$ cat src/hw/rtl/sarcv_pkg.sv
`default_nettype none
package sarcv_pkg;

  localparam int FRAME_BITS = 24;
  localparam int BIT_CNT_W  = 5;
  localparam int MAG_W      = 22;
  localparam int SCALE_W    = 16;
  localparam int DIV_W      = 14;
  localparam int PROD_W     = MAG_W + SCALE_W;
  localparam int MV_W       = 21;
  localparam int MV_MAG_W   = 20;
  localparam int CHAIN_LEN  = 14;
  localparam logic [SCALE_W-1:0]  SCALE_RESET = 16'd5000;
  localparam logic [MV_MAG_W-1:0] MV_LIMIT    = 20'd1000000;

  localparam logic [DIV_W-1:0] POS_CHAIN [CHAIN_LEN] = '{
    14'd10850, 14'd10839, 14'd10759, 14'd10711, 14'd10669, 14'd10675, 14'd10733,
    14'd10734, 14'd10712, 14'd10731, 14'd10830, 14'd11100, 14'd11850, 14'd13200
  };
  localparam logic [DIV_W-1:0] NEG_CHAIN [CHAIN_LEN] = '{
    14'd10850, 14'd10835, 14'd10760, 14'd10713, 14'd10676, 14'd10671, 14'd10676,
    14'd11659, 14'd10696, 14'd10638, 14'd10705, 14'd10538, 14'd10750, 14'd11300
  };

  typedef struct packed {
    logic start;
    logic take;
  } sarcv_ctl_t;

  typedef struct packed {
    logic                done;
    logic [MV_MAG_W-1:0] mag;
  } sarcv_stat_t;

  // first entry whose successor lies below the magnitude, else the last
  function automatic logic [DIV_W-1:0] pick_divisor(input logic use_pos,
                                                    input logic [MAG_W-1:0] mag);
    logic [DIV_W-1:0] d;
    d = use_pos ? POS_CHAIN[CHAIN_LEN-1] : NEG_CHAIN[CHAIN_LEN-1];
    for (int i = CHAIN_LEN - 2; i >= 0; i--) begin
      if (use_pos) begin
        if (mag > MAG_W'(POS_CHAIN[i+1])) d = POS_CHAIN[i];
      end else begin
        if (mag > MAG_W'(NEG_CHAIN[i+1])) d = NEG_CHAIN[i];
      end
    end
    return d;
  endfunction

endpackage
`default_nettype wire

$ cat src/hw/rtl/sarcv_if.sv
`default_nettype none
interface sarcv_sample_if;
  logic valid;
  logic ready;
  logic line_level;
  modport source (output valid, output line_level, input ready);
  modport sink (input valid, input line_level, output ready);
endinterface

interface sarcv_result_if;
  logic               valid;
  logic               ready;
  logic signed [21:0] raw_count;
  logic signed [20:0] millivolts;
  logic               read_error;
  modport source (output valid, output raw_count, output millivolts, output read_error,
                  input ready);
  modport sink (input valid, input raw_count, input millivolts, input read_error,
                output ready);
endinterface

interface sarcv_cfg_if;
  logic        valid;
  logic        ready;
  logic [15:0] full_scale_mv;
  modport source (output valid, output full_scale_mv, input ready);
  modport sink (input valid, input full_scale_mv, output ready);
endinterface
`default_nettype wire

$ cat src/hw/rtl/sarcv_muldiv.sv
`default_nettype none
module sarcv_muldiv
  import sarcv_pkg::*;
(
  input  wire logic               clk,
  input  wire logic               rst,
  input  wire sarcv_ctl_t         ctl,
  input  wire logic [MAG_W-1:0]   mag,
  input  wire logic [SCALE_W-1:0] scale,
  input  wire logic [DIV_W-1:0]   divisor,
  output sarcv_stat_t             stat
);

  localparam logic [1:0] ST_IDLE = 2'd0;
  localparam logic [1:0] ST_MUL  = 2'd1;
  localparam logic [1:0] ST_DIV  = 2'd2;
  localparam logic [1:0] ST_DONE = 2'd3;

  localparam int CNT_W = $clog2(PROD_W);
  localparam logic [CNT_W-1:0] MUL_LAST = CNT_W'(SCALE_W - 1);
  localparam logic [CNT_W-1:0] DIV_LAST = CNT_W'(PROD_W - 1);

  logic [1:0]         state;
  logic [CNT_W-1:0]   cnt;
  logic [PROD_W-1:0]  pq;
  logic [DIV_W-1:0]   rem;
  logic [MAG_W-1:0]   mag_r;
  logic [SCALE_W-1:0] scale_r;
  logic [DIV_W-1:0]   div_r;

  logic [DIV_W:0]     trial;
  logic [DIV_W:0]     trial_diff;
  logic               fits;
  logic [PROD_W-1:0]  addend;

  assign trial      = {rem, pq[PROD_W-1]};
  assign trial_diff = trial - {1'b0, div_r};
  assign fits       = trial >= {1'b0, div_r};
  assign addend     = scale_r[SCALE_W-1] ? PROD_W'(mag_r) : '0;

  always_ff @(posedge clk) begin
    if (rst) begin
      state <= ST_IDLE;
      cnt   <= '0;
    end else begin
      case (state)
        ST_IDLE: begin
          if (ctl.start) begin
            state <= ST_MUL;
            cnt   <= '0;
          end
        end
        ST_MUL: begin
          cnt <= cnt + 1'b1;
          if (cnt == MUL_LAST) begin
            state <= ST_DIV;
            cnt   <= '0;
          end
        end
        ST_DIV: begin
          cnt <= cnt + 1'b1;
          if (cnt == DIV_LAST) begin
            state <= ST_DONE;
            cnt   <= '0;
          end
        end
        ST_DONE: begin
          if (ctl.take) state <= ST_IDLE;
        end
        default: state <= ST_IDLE;
      endcase
    end
  end

  // shift-add multiply, then restoring divide in place
  always_ff @(posedge clk) begin
    case (state)
      ST_IDLE: begin
        mag_r   <= mag;
        scale_r <= scale;
        div_r   <= divisor;
        pq      <= '0;
        rem     <= '0;
      end
      ST_MUL: begin
        pq      <= {pq[PROD_W-2:0], 1'b0} + addend;
        scale_r <= {scale_r[SCALE_W-2:0], 1'b0};
      end
      ST_DIV: begin
        rem <= fits ? trial_diff[DIV_W-1:0] : trial[DIV_W-1:0];
        pq  <= {pq[PROD_W-2:0], fits};
      end
      default: ;
    endcase
  end

  always_comb begin
    stat.done = state == ST_DONE;
    stat.mag  = (pq > PROD_W'(MV_LIMIT)) ? MV_LIMIT : pq[MV_MAG_W-1:0];
  end

endmodule
`default_nettype wire

$ cat src/hw/rtl/serial_adc_read_calibrated_volts_top.sv
// serial converter readout with piecewise calibration to millivolts
//
// sample: one item per serial clock period, carrying the data line level.
//   while waiting, a low level marks the converter ready; the next 24 items
//   are the frame, msb first. high levels while waiting are dropped.
// result: one item per frame with the signed 22-bit count in the low frame bits, the
//   calibrated millivolts (0 on a read error) and the all-ones read error.
// cfg: write of full_scale_mv, always ready; write it only while idle.
// arithmetic: after the last frame item come a setup step, 16 multiply
//   steps, 38 divide steps and a load into the output register; the shift-add
//   multiplier and the restoring divider each retire one bit per cycle.
// throughput: sample takes one item per cycle while a frame is read and
//   holds ready low from the end of the frame until the result is loaded.
// a finished result sits in the output register; sample is ready again
//   while it waits. if the receiver stalls past the next frame, the
//   arithmetic holds until the register frees.
// reset: back to waiting for ready, full_scale_mv returns to 5000.
`default_nettype none
module serial_adc_read_calibrated_volts_top
  import sarcv_pkg::*;
(
  input  wire logic        clk,
  input  wire logic        rst,
  sarcv_sample_if.sink     sample,
  sarcv_result_if.source   result,
  sarcv_cfg_if.sink        cfg
);

  localparam logic [1:0] ST_WAIT  = 2'd0;
  localparam logic [1:0] ST_SHIFT = 2'd1;
  localparam logic [1:0] ST_START = 2'd2;
  localparam logic [1:0] ST_CALC  = 2'd3;

  localparam logic [BIT_CNT_W-1:0] LAST_BIT = BIT_CNT_W'(FRAME_BITS - 1);

  logic [1:0]            state;
  logic [BIT_CNT_W-1:0]  bit_count;
  logic [FRAME_BITS-1:0] shift_word;
  logic [SCALE_W-1:0]    full_scale_mv;

  logic                  out_valid;
  logic signed [MAG_W-1:0] out_raw;
  logic signed [MV_W-1:0]  out_mv;
  logic                  out_err;

  logic [MAG_W-1:0]      count;
  logic                  count_pos;
  logic [MAG_W-1:0]      mag;
  logic [DIV_W-1:0]      divisor;
  logic                  word_err;
  logic [MV_W-1:0]       mv_abs;
  logic                  accept;
  logic                  load;

  sarcv_ctl_t            ctl;
  sarcv_stat_t           stat;

  assign count     = shift_word[MAG_W-1:0];
  assign count_pos = !count[MAG_W-1] && (count != '0);
  assign mag       = count[MAG_W-1] ? (~count + 1'b1) : count;
  assign divisor   = pick_divisor(count_pos, mag);
  assign word_err  = &shift_word;
  assign mv_abs    = MV_W'(stat.mag);

  assign sample.ready = (state == ST_WAIT) || (state == ST_SHIFT);
  assign accept       = sample.valid && sample.ready;
  assign load         = (state == ST_CALC) && stat.done && (!out_valid || result.ready);

  assign ctl.start = state == ST_START;
  assign ctl.take  = load;

  assign cfg.ready = 1'b1;

  sarcv_muldiv u_muldiv (
    .clk     (clk),
    .rst     (rst),
    .ctl     (ctl),
    .mag     (mag),
    .scale   (full_scale_mv),
    .divisor (divisor),
    .stat    (stat)
  );

  always_ff @(posedge clk) begin
    if (rst) begin
      full_scale_mv <= SCALE_RESET;
    end else if (cfg.valid) begin
      full_scale_mv <= cfg.full_scale_mv;
    end
  end

  always_ff @(posedge clk) begin
    if (rst) begin
      state      <= ST_WAIT;
      bit_count  <= '0;
      shift_word <= '0;
    end else begin
      case (state)
        ST_WAIT: begin
          if (accept && !sample.line_level) begin
            state      <= ST_SHIFT;
            bit_count  <= '0;
            shift_word <= '0;
          end
        end
        ST_SHIFT: begin
          if (accept) begin
            shift_word <= {shift_word[FRAME_BITS-2:0], sample.line_level};
            bit_count  <= bit_count + 1'b1;
            if (bit_count == LAST_BIT) begin
              state     <= ST_START;
              bit_count <= '0;
            end
          end
        end
        ST_START: state <= ST_CALC;
        ST_CALC: begin
          if (load) state <= ST_WAIT;
        end
        default: state <= ST_WAIT;
      endcase
    end
  end

  always_ff @(posedge clk) begin
    if (rst) begin
      out_valid <= 1'b0;
    end else if (load) begin
      out_valid <= 1'b1;
    end else if (result.ready) begin
      out_valid <= 1'b0;
    end
  end

  always_ff @(posedge clk) begin
    if (load) begin
      out_raw <= count;
      out_err <= word_err;
      if (word_err) begin
        out_mv <= '0;
      end else if (count[MAG_W-1]) begin
        out_mv <= ~mv_abs + 1'b1;
      end else begin
        out_mv <= mv_abs;
      end
    end
  end

  assign result.valid      = out_valid;
  assign result.raw_count  = out_raw;
  assign result.millivolts = out_mv;
  assign result.read_error = out_err;

endmodule
`default_nettype wire

$ cat src/flat_wrapper.sv
// flat-port wrapper written by rule: the top's interface ports become plain ports
module serial_adc_read_calibrated_volts_top_flat import sarcv_pkg::*;
  (clk, rst, sample_valid, sample_line_level, sample_ready, result_valid, result_raw_count, result_millivolts, result_read_error, result_ready, cfg_valid, cfg_full_scale_mv, cfg_ready);
  sarcv_sample_if sample_i ();
  sarcv_result_if result_i ();
  sarcv_cfg_if cfg_i ();
  input  wire logic clk;
  input  wire logic rst;
  input wire logic [$bits(sample_i.valid)-1:0] sample_valid;
  input wire logic [$bits(sample_i.line_level)-1:0] sample_line_level;
  output wire logic [$bits(sample_i.ready)-1:0] sample_ready;
  output wire logic [$bits(result_i.valid)-1:0] result_valid;
  output wire logic [$bits(result_i.raw_count)-1:0] result_raw_count;
  output wire logic [$bits(result_i.millivolts)-1:0] result_millivolts;
  output wire logic [$bits(result_i.read_error)-1:0] result_read_error;
  input wire logic [$bits(result_i.ready)-1:0] result_ready;
  input wire logic [$bits(cfg_i.valid)-1:0] cfg_valid;
  input wire logic [$bits(cfg_i.full_scale_mv)-1:0] cfg_full_scale_mv;
  output wire logic [$bits(cfg_i.ready)-1:0] cfg_ready;
  assign sample_i.valid = sample_valid;
  assign sample_i.line_level = sample_line_level;
  assign sample_ready = sample_i.ready;
  assign result_valid = result_i.valid;
  assign result_raw_count = result_i.raw_count;
  assign result_millivolts = result_i.millivolts;
  assign result_read_error = result_i.read_error;
  assign result_i.ready = result_ready;
  assign cfg_i.valid = cfg_valid;
  assign cfg_i.full_scale_mv = cfg_full_scale_mv;
  assign cfg_ready = cfg_i.ready;
  serial_adc_read_calibrated_volts_top u_core (.clk(clk), .rst(rst), .sample(sample_i), .result(result_i), .cfg(cfg_i));
endmodule
$ cat config.mk
export PLATFORM = sky130hd
export DESIGN_NAME = serial_adc_read_calibrated_volts_top_flat
export DESIGN_NICKNAME = d
export VERILOG_FILES = /design/src/hw/rtl/sarcv_pkg.sv /design/src/hw/rtl/sarcv_if.sv /design/src/hw/rtl/sarcv_muldiv.sv /design/src/hw/rtl/serial_adc_read_calibrated_volts_top.sv /design/src/flat_wrapper.sv
export SDC_FILE = /design/constraint.sdc
export NUM_CORES = 1
export LEC_CHECK = 0
export ABC_AREA = 0
export BUFFER_PORTS_ARGS = -buffer_cell sky130_fd_sc_hd__buf_2
export CORE_MARGIN = 1
export CORE_UTILIZATION = 40
export CTS_CLUSTER_DIAMETER = 30
export DETAILED_ROUTE_END_ITERATION = 12
export SYNTH_ARGS = -nofsm -noshare
export SYNTH_HDL_FRONTEND = slang
export SYNTH_SLANG_ARGS = --single-unit
$ cat constraint.sdc
create_clock -name clk -period 3.62 [get_ports clk]
set_input_delay 0 -clock clk [delete_from_list [all_inputs] [get_ports clk]]
set_output_delay 0 -clock clk [all_outputs]
set_load 0.02 [all_outputs]
# ---- Word level (Yosys, flattened, before mapping)
# Cells that the tools add are included.
dict set report totals {
  register_bits 204
  latchBits 0
  ramBits 0
  mem_bits_ro 0
  in_bits 22
  output_inout_bits 47
  elab_cells 163
  memories 0
}
dict set report classes {
  add_sub_neg 6
  n_mul 0
  n_div 0
  order_cmp 27
  eq_ne 17
  shift 0
  mux 70
  bitwise_logic 3
  reduce_logical 24
}
# cell count
set ops {}
lappend ops {{2-to-1 mux 14 bit} 40}
lappend ops {{greater-than comparator 22 x 14 -> 1 bit (second input constant)} 25}
lappend ops {{one-hot mux 38 bit (3 select lines)} 1}
lappend ops {{2-to-1 mux 24 bit} 2}
lappend ops {{one-hot mux 24 bit (2 select lines)} 1}
lappend ops {{2-to-1 mux 22 bit} 2}
lappend ops {{2-to-1 mux 20 bit} 2}
lappend ops {{adder 38 x 22 -> 38 bit} 1}
lappend ops {{greater-than comparator 38 x 20 -> 1 bit (second input constant)} 1}
lappend ops {{one-hot mux 16 bit (2 select lines)} 1}
lappend ops {{one-hot mux 14 bit (2 select lines)} 1}
lappend ops {{AND reduction 24 bit} 1}
lappend ops {{adder 22 x 1 -> 22 bit (second input constant)} 1}
lappend ops {{NOT 22 bit} 1}
lappend ops {{nonzero test 22 bit} 1}
lappend ops {{adder 21 x 1 -> 21 bit (second input constant)} 1}
lappend ops {{NOT 20 -> 21 bit} 1}
lappend ops {{2-to-1 mux 6 bit} 3}
lappend ops {{one-hot mux 6 bit (3 select lines)} 1}
lappend ops {{one-hot mux 2 bit (4 select lines)} 2}
lappend ops {{>= comparator 15 x 14 -> 1 bit} 1}
lappend ops {{2-to-1 mux 5 bit} 3}
lappend ops {{2-to-1 mux 2 bit} 7}
lappend ops {{subtractor 14 bit} 1}
lappend ops {{other kinds (23)} 46}

# ---- Longest topological paths before layout
# Gate-level depths: netlist of run 1.
dict set report depth {
  ltp_word 30
  ltp_mapped 19
  depth_no_buf 18
}

# ---- Modules after synthesis
# Synthesis of run 1 repeated with hierarchy kept, for this count alone.
dict set report unflattened {
  hier_cells 1267
  area_unflattened_um2 12359.4
}
# mod instances cells_each area_per_inst_um2 seq_area_each_um2
set by_module_without_submodules {}
lappend by_module_without_submodules {sarcv_muldiv 1 656 6920.4 3283.1}
lappend by_module_without_submodules {serial_adc_read_calibrated_volts_top 1 611 5439.0 2282.2}

# ---- Least setup slack after synthesis of run 1
# Ideal clock, no wire load.
dict set report synth_timing {
  kind {register to register}
  startpoint {register u_core.shift_word[0]}
  endpoint {register u_core.u_muldiv.div_r[4], data pin}
  setup_time_ns 0.269
  t_arrival_ns 3.334
  required_time_ns 3.351
  setup_slack_ns 0.017
  stages_incl_launch_ff 15
  n_path_buf 1
  synth_period_minus_slack_ns 3.603
  cell_sequence {dfxtp_1 clkbuf_1 inv_1 ha_1 or4b_1 o41ai_1 xor2_1 inv_1 o21ai_1 nand3_2 a21o_1 a211o_1 o21a_1 nor3_1 a211oi_1}
}
dict set report synth_via {
  elab_chain_cells 30
  elab_cells_between_ends 70
  classes_between {1 x add/sub; 25 x order compare; 41 x mux; 1 x bitwise; 2 x reduce/logical}
}
# item line
set synth_rtl {}
lappend synth_rtl {{start, declared} serial_adc_read_calibrated_volts_top.sv:38} ;# logic [FRAME_BITS-1:0] shift_word;
lappend synth_rtl {{start signal, assigned} serial_adc_read_calibrated_volts_top.sv:108} ;# shift_word <= {shift_word[FRAME_BITS-2:0], sample.line_level};
lappend synth_rtl {{NOT 22 bit (*)} serial_adc_read_calibrated_volts_top.sv:60} ;# assign mag = count[MAG_W-1] ? (~count + 1'b1) : count;
lappend synth_rtl {{adder 22 x 1 -> 22 bit (*)} serial_adc_read_calibrated_volts_top.sv:60}
lappend synth_rtl {{2-to-1 mux 22 bit (*)} serial_adc_read_calibrated_volts_top.sv:60}
lappend synth_rtl {{net u_core.mag[12]} serial_adc_read_calibrated_volts_top.sv:48} ;# logic [MAG_W-1:0] mag;
lappend synth_rtl {{greater-than comparator 22 x 14 -> 1 bit (on tied branches)} {sarcv_pkg.sv:44, sarcv_pkg.sv:42}}
lappend synth_rtl {{2-to-1 mux 14 bit (on tied branches)} {sarcv_pkg.sv:44, sarcv_pkg.sv:42}}
lappend synth_rtl {{2-to-1 mux 14 bit} sarcv_pkg.sv:41} ;# if (use_pos) begin
lappend synth_rtl {{2-to-1 mux 14 bit (on tied branches)} {sarcv_pkg.sv:44, sarcv_pkg.sv:42}}
lappend synth_rtl {{[16 not listed]} n/a}
lappend synth_rtl {{2-to-1 mux 14 bit} sarcv_pkg.sv:41}
lappend synth_rtl {{2-to-1 mux 14 bit (on tied branches)} {sarcv_pkg.sv:44, sarcv_pkg.sv:42}}
lappend synth_rtl {{2-to-1 mux 14 bit} sarcv_pkg.sv:41}
lappend synth_rtl {{2-to-1 mux 14 bit (on tied branches)} {sarcv_pkg.sv:44, sarcv_pkg.sv:42}}
lappend synth_rtl {{2-to-1 mux 14 bit} sarcv_pkg.sv:41}
lappend synth_rtl {{2-to-1 mux 14 bit (on tied branches)} {sarcv_pkg.sv:44, sarcv_pkg.sv:42}}
lappend synth_rtl {{2-to-1 mux 14 bit (*)} sarcv_pkg.sv:41}
lappend synth_rtl {{net u_core.divisor[4]} serial_adc_read_calibrated_volts_top.sv:49} ;# logic [DIV_W-1:0] divisor;
lappend synth_rtl {{end signal, assigned} sarcv_muldiv.sv:81} ;# div_r <= divisor;
lappend synth_rtl {{end, declared} sarcv_muldiv.sv:29} ;# logic [DIV_W-1:0] div_r;
# The timed path passes the listed nets; every way through them passes the cells marked *.
# A chain may end at the register's enable or synchronous reset.

# ---- Worst setup path in the final report of run 1
dict set report layout_timing {
  startpoint {register u_core.shift_word[1]}
  endpoint {register u_core.u_muldiv.div_r[0], data pin}
}
# Same word-level chain as after synthesis.

==> results of run 1 <==
-- area by class of cell --
class,instances,area share
inverter,51,0.0125
tap,384,0.0314
clock inverter,36,0.0283
timing repair buffer,184,0.0852
multi-input combinational,900,0.397
sequential,203,0.362
clock buffer,56,0.0838
-- stage by stage --
step / hold WS (ns) / instances / utilization / setup slack (ns) / power (mW)
final: 0.0301 / 1814 / 0.527 / 0.100 / 9.29
after global routing: 0.0559 / 1814 / 0.527 / -0.105 / 9.76
after CTS: 0.00721 / 1811 / 0.522 / 0.0503 / 9.34
after detailed placement: 0.212 / 1686 / 0.451 / 0.0796 / 4.82
after global placement: 0.212 / 1686 / 0.451 / 0.0920 / 4.79
after floorplan: 0.122 / 1221 / - / 0.0171 / 4.35
-- placed cells by master, fill, tap and decap left out, types with 9 or more instances in the layout --
cell type / netlist / layout
edfxtp_1: 147 / 147
nor2_1: 126 / 125
o21ai_0: 89 / 85
buf_4: 1 / 82
nand2_1: 75 / 75
buf_2: 3 / 67
a21oi_1: 55 / 54
dfxtp_1: 56 / 54
clkbuf_16: 0 / 49
inv_1: 49 / 48
ha_1: 48 / 47
nor2b_1: 38 / 38
a22oi_1: 37 / 37
mux2i_1: 34 / 34
dlygate4sd3_1: 0 / 33
and2_1: 31 / 30
xor2_1: 28 / 27
xnor2_1: 27 / 27
nand3_1: 26 / 26
nand4_1: 24 / 24
nor3_1: 24 / 21
a21o_1: 19 / 19
mux2_2: 16 / 16
nor4_1: 16 / 13
and3_1: 12 / 12
nand2b_1: 11 / 11
or3_1: 11 / 11
or2_2: 10 / 10
o31ai_1: 10 / 10
clkinvlp_4: 0 / 9
-- critical path, stage by stage (launching register included) --
cell	delay, ns
dfxtp_2	0.33
buf_6	0.13
or4_4	0.57
o41ai_4	0.23
xor2_1	0.25
inv_2	0.06
a311o_1	0.35
or3_4	0.46
o21ai_2	0.21
o21ai_2	0.10
o21ai_1	0.23
a221oi_2	0.10
o21bai_1	0.14
a21oi_1	0.08
-- per-layer routing --
metal  vias to the layer above  global-route usage  part of all wire
li1                       4875                   -                 -
met1                      4633               0.258              0.48
met2                       240               0.304              0.45
met3                        48              0.0333             0.050
met4                         0              0.0565             0.020
met5                         -                   0                 0
-- state kept, by name, indices dropped and copies added (netlist names), 6 cells and up --
signal and flops:
u_core.shift_word 24, u_core.result.raw_count 22, u_core.u_muldiv.mag_r 22, u_core.u_muldiv.rem 14, u_core.u_muldiv.cnt 6, u_core.u_muldiv.pq 38
u_core.full_scale_mv 16, u_core.result.millivolts 21, u_core.u_muldiv.scale_r 16, u_core.u_muldiv.div_r 13
-- worst max path at each step --
stage | cells past startpoint | slack (ns) | end
3_3_place_gp | 15 | 0.09 | u_core.u_muldiv.rem[4]
2_1_floorplan | 14 | 0.02 | u_core.u_muldiv.div_r[4]
5_1_grt | 13 | -0.10 | u_core.u_muldiv.div_r[0]
4_1_cts | 15 | 0.05 | u_core.u_muldiv.rem[5]
6_report | 13 | 0.10 | u_core.u_muldiv.div_r[0]
3_5_place_dp | 13 | 0.08 | u_core.u_muldiv.div_r[0]
-- cell families after synthesis --
| logic type | Yosys count |
|---|---|
| other | 1 |
| buffers and inverters | 118 |
| flip-flops | 203 |
| XOR/XNOR | 55 |
| AND/OR/NAND/NOR | 433 |
| adder cells (fa/ha/maj) | 50 |
| AO/OA/AOI/OAI | 311 |
| multiplexers | 50 |
-- report_power, final --
part           total [mW]  internal, mW  switching [mW]
sequential           2.97          2.85           0.120
clock                4.44          3.00            1.44
combinational        1.87         0.787            1.08
total                9.29          6.64            2.65
-- repair_timing --
action | CTS | global route
pin swaps | 0 | 12
buffers inserted | 0 | 3
endpoints found under the hold margin | 22 | 0
gates resized for setup | 1 | 35
hold buffers | 33 | 0
endpoints found under the setup margin | 1 | 31
==> flow_summary.yaml, run 1 <==
logic_synthesis:
  synth_common_cells: "edfxtp_1, nor2_1, o21ai_0, nand2_1, dfxtp_1"
  ys_ff_latch: 203
  yosysUniqueCellTypes: 82
  synth.most_common_cell: "edfxtp_1"
  ys_seq_area_frac: 0.464
  syn_nets: 1293
  synth_mux_area_frac: 0.0437
  avgSynthCellArea_sq_um: 9.76
  synth_top_family_by_area: "simple AND/OR/NAND/NOR gates"
  synthArstFlopShare: 0
  syn_inst: 1221
  synth_compound_area_frac: 0.172
  yosysTopAreaCell: "edfxtp_1"
  synth_edf_count: 147
  yosys_most_used_dff: "edfxtp_1"
  synth_fa_ha_area_frac: 0.0537
  synth_top_area_share: 0.370
  synth_xor_area_frac: 0.0404
  ys_warn_count: 0
  syn_area_sq_um: 11900
  synthSimpleGateAreaFrac: 0.187
  synth_area_leaders: "edfxtp_1, dfxtp_1, ha_1"
cells_and_area:
  fillers: 2638
  area_delta_synth_final_pct: 28.3
  fin_area_sq_um: 15300
  nets: 1461
  register_area_sq_um: 5540
  drive_above_1_share: 0.215
  multiInputGateArea_sq_um: 6070
  diodes: 0
cts:
  cts_tree: "built"
  clk_path_buf_depth: 3
  htreeDepth: 2
  clockRootBuffer: "clkbuf_16"
  clock-sinks: 203
  clk_pin_slew_ns: 0.05
  worstSkewPairLatency_ns: 0.56
  cts-buffers-inserted: 49
sta:
  setup_viol_count_final: 0
  hold_viol: 0
  finalSetupTns_ns: 0
  fin_skew_ns: 0.0320
  fin_crit_ns: 3.52
  rsz0062_at_grt: "true"
  tightestPinTransition_ns: 1.01
  finalCritPeriodShare: 0.972
  fmax_mhz: 284
  slew_headroom: 0.324
  drv_slew: 0
route:
  final_antenna_net_count: 0
  routed_wl_microns: 28600
  drt_iter0_markers: 626
  dr.pass1.iters: 5
  wl_per_cell_microns: 15.8
  viasPerCell: 5.40
  dr_total_vias: 9796
  post-route-drc-count: 0
global_routing:
  grt_max_degree: 53
  grtUsageTotal: 0.189
  grt_pass1_wl_microns: 47300
  grt_pass1_vias: 9508
  antenna_found_initial: 0
  grt.overflow.total: 0
floorplanning:
  die_h_microns: 175
  rows: 62
  io_pins: 69
  start_util: 0.411
  dieArea_sq_um: 30500
  core_sq_um: 29000
  die_w_microns: 175
placed_design:
  placed_area_sq_um: 13100
  gp_congestion: 0.883
  dp_hpwl_microns: 19600
  port_buffers: 67
worst_setup_path:
  r2r-start: "u_core.shift_word[1]"
  r2r-end: "u_core.u_muldiv.div_r[0]"
  cp.required_ns: 3.88
  r2r_cells: 13
  path_max_fanout: 7
  cp-startpoint: "u_core.shift_word[1]"
  end_kind: "flip-flop"
  rrSetupSlack_ns: 0.10
  cp_data_arrival_time_ns: 3.78
  start_kind: "flip-flop"
  crit_type: "reg -> reg"
min_path:
  hold_start: "cfg_valid"
  hold_path_class: "in -> reg"
  min_path_cells: 3
  hold_end: "u_core.full_scale_mv[8]"
power:
  leakagePower_nw: 6.40
  power_density_nw_per_um2: 607
  ir_drop_uv: 358
outcome:
  status: "finished, final reports clean"
run:
  drv_cap: 0
Power figures use the tool's default switching activity.
==> run 2, diff against run 1 <==
--- a/config.mk
+++ b/config.mk
@@ -11,6 +11,7 @@
 export CORE_UTILIZATION = 40
 export CTS_CLUSTER_DIAMETER = 30
 export DETAILED_ROUTE_END_ITERATION = 12
+export PLACE_DENSITY = 0.58
 export SYNTH_ARGS = -nofsm -noshare
 export SYNTH_HDL_FRONTEND = slang
 export SYNTH_SLANG_ARGS = --single-unit
==> flow_summary.yaml, run 2 (synthesized netlist as in run 1, its figures left out) <==
sta:
  finalCritPeriodShare: 0.999
  fin_crit_ns: 3.62
  tightestPinTransition_ns: 1.03
  setup_slack_ns: 0.00300
  rsz0062_at_grt: "true"
  drv_slew: 0
  fin_skew_ns: 0.0340
  setup_viol_count_final: 0
  fmax_mhz: 276
  slew_headroom: 0.314
  finalSetupTns_ns: 0
  hold_viol: 0
global_routing:
  grt_max_degree: 53
  grtUsageTotal: 0.187
  grt_pass1_vias: 9426
  antenna_found_initial: 0
  grt_pass1_wl_microns: 47000
  grt.overflow.total: 0
min_path:
  hold_path_class: "in -> reg"
floorplanning:
  dieArea_sq_um: 30500
  io_pins: 69
  die_w_microns: 175
  die_h_microns: 175
  start_util: 0.411
  rows: 62
  core_sq_um: 29000
cts:
  worstSkewPairLatency_ns: 0.56
  cts_tree: "built"
  clockRootBuffer: "clkbuf_16"
  clk_pin_slew_ns: 0.05
  clk_path_buf_depth: 3
  cts-buffers-inserted: 46
  htreeDepth: 2
  clock-sinks: 203
placed_design:
  placed_area_sq_um: 13100
  gp_congestion: 0.897
  preCtsSetupSlack_ns: 0.0357
  port_buffers: 67
  dp_hpwl_microns: 19500
  place_inst: 1690
cells_and_area:
  fin_cells: 1827
  largest_register_ffs: 38
  regMostFlops: "u_core.u_muldiv.pq"
  layout_common_cells: "edfxtp_1, nor2_1, buf_4"
  fin_area_sq_um: 15400
  largestRegisters: "u_core.u_muldiv.pq: 38 flops, u_core.shift_word: 24 flops"
  final_common_cell: "edfxtp_1"
  diodes: 0
  area_delta_synth_final_pct: 28.9
  nets: 1477
  drive_above_1_share: 0.218
power:
  ir_drop_uv: 604
  power_density_nw_per_um2: 590
  p_total_mw: 9.07
  leakagePower_nw: 6.46
route:
  viasPerCell: 5.37
  final_antenna_net_count: 0
  routed_wl_microns: 28600
  drt_iter0_markers: 695
  dr.pass1.iters: 5
  wl_per_cell_microns: 15.6
  post-route-drc-count: 0
  dr_total_vias: 9820
run:
  drv_cap: 0
worst_setup_path:
  slowest_stage: "or4_4"
  cp_data_arrival_time_ns: 3.87
  cpPeakStageDelay_ns: 0.55
  cp.required_ns: 3.88
  path_max_fanout: 5
  start_kind: "flip-flop"
  critical_path.top_delay_family: "compound AO/OA/AOI/OAI gates"
  end_kind: "flip-flop"
  crit_chain: "buf_6, or4_4, o41ai_4, xor2_1, inv_2, a311o_1, or3_4, buf_4, o21ai_4, buf_4, nand2_1, a21oi_1, o21bai_1, a21oi_1"
  worst-path-buf-inv: 4
  crit_type: "reg -> reg"
outcome:
  status: "finished, final reports clean"
==> run 2: cell count changes in the layout (fill, tap and decap cells not counted), sizes merged <==
| cell | previous run | this run |
|---|---|---|
| clkinv | 16 | 18 |
| clkinvlp | 9 | 5 |
| buf | 151 | 167 |
| dlygate4sd3 | 33 | 35 |
| inv | 56 | 54 |
| clkbuf | 56 | 55 |
==> run 2: final timing paths <==
path | depth (start not counted) | slack (ns) | from | to
hold / removal | 2 | 0.12 | rst | u_core.shift_word[17]
hold reg to reg | 2 | 0.50 | u_core.bit_count[3] | u_core.bit_count[3]
setup reg to reg | 14 | 0.003 | u_core.shift_word[1] | u_core.u_muldiv.div_r[0]
setup / recovery | 14 | 0.003 | u_core.shift_word[1] | u_core.u_muldiv.div_r[0]
==> run 2: stage by stage <==
stage,hold slack [ns],util
after floorplan,0.122,-
after global placement,0.211,0.452
after detailed placement,0.211,0.452
after CTS,0.101,0.520
after global routing,0.142,0.530
final,0.115,0.530
==> run 2: repair_timing <==
action / 4_1_cts / 5_1_grt
endpoints found under the setup margin: 9 / 31
pin swaps: 0 / 15
resized for setup: 1 / 39
buffers inserted: 0 / 16
hold buffers: 35 / 0
endpoints found under the hold margin: 22 / 0
==> run 2: report_power, final <==
part | switching, mW | internal, mW | total [mW]
registers | 0.118 | 2.85 | 2.97
logic | 1.10 | 0.788 | 1.88
clock network | 1.38 | 2.83 | 4.21
total | 2.59 | 6.47 | 9.07
==> run 2: worst reg2reg max path, stage by stage, from the launching register on <==
cell,delay [ns]
dfxtp_2,0.32
buf_6,0.12
or4_4,0.55
o41ai_4,0.23
xor2_1,0.28
inv_2,0.06
a311o_1,0.40
or3_4,0.46
buf_4,0.17
o21ai_4,0.17
buf_4,0.14
nand2_1,0.05
a21oi_1,0.20
o21bai_1,0.14
a21oi_1,0.07
==> run 2: routing by layer <==
metal,share of wire,wire length (microns),up-vias,track usage
met3,0.050,1420,62,0.0331
met2,0.44,12700,249,0.290
li1,-,-,4894,-
met4,0.023,669,0,0.0598
met5,0,0,-,0
met1,0.48,13800,4615,0.264
==> run 2: cell type report <==
| type | instances | area [sq um] |
|---|---|---|
| Multi-Input combinational cell | 900 | 6080 |
| Inverter | 51 | 191 |
| Sequential cell | 203 | 5540 |
| Tap cell | 384 | 480 |
| Clock buffer | 54 | 1200 |
| Clock inverter | 32 | 418 |
| Fill cell | 2613 | 13600 |
| Timing Repair Buffer | 203 | 1450 |
==> run 3, diff against run 2 <==
--- a/config.mk
+++ b/config.mk
@@ -12,6 +12,8 @@
 export CTS_CLUSTER_DIAMETER = 30
 export DETAILED_ROUTE_END_ITERATION = 12
 export PLACE_DENSITY = 0.58
+export SKIP_LAST_GASP = 1
 export SYNTH_ARGS = -nofsm -noshare
 export SYNTH_HDL_FRONTEND = slang
+export SYNTH_HIERARCHICAL = 1
 export SYNTH_SLANG_ARGS = --single-unit
==> flow_summary.yaml, run 3 <==
cells_and_area:
  layout_common_cells: "edfxtp_1, nor2_1, nand2_1"
  fillers: 2698
  largestRegisters: "u_core/u_muldiv/pq: 38 flops, u_core/shift_word: 24 flops"
  regMostFlops: "u_core/u_muldiv/pq"
  largest_register_ffs: 38
  final_common_cell: "edfxtp_1"
  area_delta_synth_final_pct: 28.0
  nets: 1512
  diodes: 0
  drive_above_1_share: 0.225
sta:
  fmax_mhz: 281
  finalSetupTns_ns: 0
  drv_slew: 0
  hold_viol: 0
  rsz0062_at_grt: "true"
  finalCritPeriodShare: 0.984
  setup_viol_count_final: 0
  fin_skew_ns: 0.0253
  setup_slack_ns: 0.0571
  fin_crit_ns: 3.56
  slew_headroom: 0.384
  tightestPinTransition_ns: 0.924
cts:
  clock-sinks: 204
  clk_pin_slew_ns: 0.05
  clockRootBuffer: "clkbuf_16"
  worstSkewPairLatency_ns: 0.56
  clk_path_buf_depth: 3
  htreeDepth: 2
  cts-buffers-inserted: 47
  cts_tree: "built"
route:
  routed_wl_microns: 29400
  final_antenna_net_count: 0
  wl_per_cell_microns: 15.8
  dr_total_vias: 9988
  post-route-drc-count: 0
  dr.pass1.iters: 5
  viasPerCell: 5.35
  drt_iter0_markers: 603
logic_synthesis:
  ys_ff_latch: 204
  synthArstFlopShare: 0
  synth.most_common_cell: "edfxtp_1"
  ys_seq_area_frac: 0.450
  synth_top_area_share: 0.360
  syn_inst: 1267
  yosys_most_used_dff: "edfxtp_1"
  synth_area_leaders: "edfxtp_1, dfxtp_1, ha_1"
  synth_edf_count: 148
  yosysUniqueCellTypes: 96
  ys_warn_count: 6
  syn_area_sq_um: 12400
  avgSynthCellArea_sq_um: 9.75
  synth_common_cells: "edfxtp_1, nor2_1, nand2_1, o21ai_0"
  yosysTopAreaCell: "edfxtp_1"
global_routing:
  grtUsageTotal: 0.189
  antenna_found_initial: 0
  grt_pass1_wl_microns: 48300
  grt.overflow.total: 0
  grt_max_degree: 41
  grt_pass1_vias: 9647
floorplanning:
  core_sq_um: 30000
  rows: 63
  die_w_microns: 178
  io_pins: 69
  dieArea_sq_um: 31600
  start_util: 0.412
  die_h_microns: 178
power:
  intPower_mw: 6.77
  p_switching_mw: 2.81
  power_density_nw_per_um2: 605
  leakagePower_nw: 6.56
  p_seq_frac: 0.318
  swShare: 0.294
  clkPwrFrac: 0.456
  ir_drop_uv: 365
  p_comb_frac: 0.226
run:
  drv_cap: 0
placed_design:
  gp_congestion: 0.890
  dp_hpwl_microns: 20300
  port_buffers: 67
  preCtsSetupSlack_ns: -0.0490
worst_setup_path:
  start_kind: "flip-flop"
  crit_type: "reg -> reg"
  cp_data_arrival_time_ns: 3.95
  end_kind: "flip-flop"
  path_max_fanout: 4
  cp.required_ns: 4.00
min_path:
  hold_path_class: "in -> reg"
outcome:
  status: "finished, final reports clean"
==> run 3: kinds of logic after synthesis <==
logic type / after synthesis / share of synthesized area
AND/OR/NAND/NOR: 480 / 0.206
AO/OA/AOI/OAI: 303 / 0.171
flip-flops: 204 / 0.450
buffers and inverters: 124 / 0.0395
XOR/XNOR: 61 / 0.0432
adder cells (fa/ha/maj): 52 / 0.0539
multiplexers: 42 / 0.0357
other: 1 / 0.000303
==> run 3: per-stage QoR <==
| stage | std cells | utilization | cell area (sq um) | hold slack, ns | total power, mW |
|---|---|---|---|---|---|
| CTS | 1858 | 0.519 | 15600 | 0.00120 | 9.64 |
| floorplan | 1268 | - | 12400 | 0.0724 | 4.62 |
| detailed placement | 1735 | 0.451 | 13500 | 0.216 | 5.18 |
| global route | 1866 | 0.527 | 15800 | 0.0413 | 10.1 |
| global placement | 1735 | 0.451 | 13500 | 0.210 | 5.15 |
| finish | 1866 | 0.527 | 15800 | 0.00792 | 9.58 |
==> run 3: layout make-up <==
type                       instances  area, sq um  share of cell area
clock buffer                      55         1270              0.0802
clock inverter                    32          419              0.0265
inverter                          55          206              0.0130
multi-input combinational        941         6530               0.413
sequential                       204         5570               0.352
tap                              390          488              0.0308
timing repair buffer             189         1340              0.0848
==> run 3: worst paths after layout <==
path                                             from                        to  slack, ns  depth (start not counted)
worst max-delay path             u_core/shift_word[1]  u_core/u_muldiv/div_r[4]       0.06                         12
worst min-delay path                        cfg_valid   u_core/full_scale_mv[8]      0.008                          3
worst max register to register   u_core/shift_word[1]  u_core/u_muldiv/div_r[4]       0.06                         12
worst min register to register  u_core/shift_word[23]     u_core/shift_word[23]       0.51                          2
==> run 3: critical path, stage by stage, from the launching register on <==
cell,delay (ns)
dfxtp_2,0.32
inv_2,0.07
ha_4,0.13
or4b_4,0.50
nor4_4,0.33
mux2_4,0.35
a211oi_4,0.28
nand2_2,0.10
or4_4,0.44
or4_4,0.51
nand3_4,0.10
nand2_4,0.06
a211oi_2,0.20
==> run 3: timing repair <==
item | 4_1_cts | 5_1_grt
endpoints found under the setup margin | 5 | 21
endpoints found under the hold margin | 42 | 0
pin swaps | 1 | 11
buffers inserted | 0 | 7
cloned | 0 | 1
hold buffers | 36 | 0
resized for setup | 1 | 37
==> run 3: power groups by stage <==
stage / Clock, mW / Combinational [mW] / Sequential [mW]
floorplan: 0 / 1.58 / 3.03
global placement: 0 / 2.07 / 3.08
detailed placement: 0 / 2.09 / 3.09
CTS: 4.45 / 2.14 / 3.05
global route: 4.56 / 2.43 / 3.08
finish: 4.36 / 2.17 / 3.05
==> run 3: layer usage <==
metal / up-vias / part of all wire / global-route usage
li1: 5016 / - / -
met1: 4707 / 0.48 / 0.257
met2: 210 / 0.45 / 0.303
met3: 55 / 0.042 / 0.0311
met4: 0 / 0.024 / 0.0645
met5: - / 0 / 0
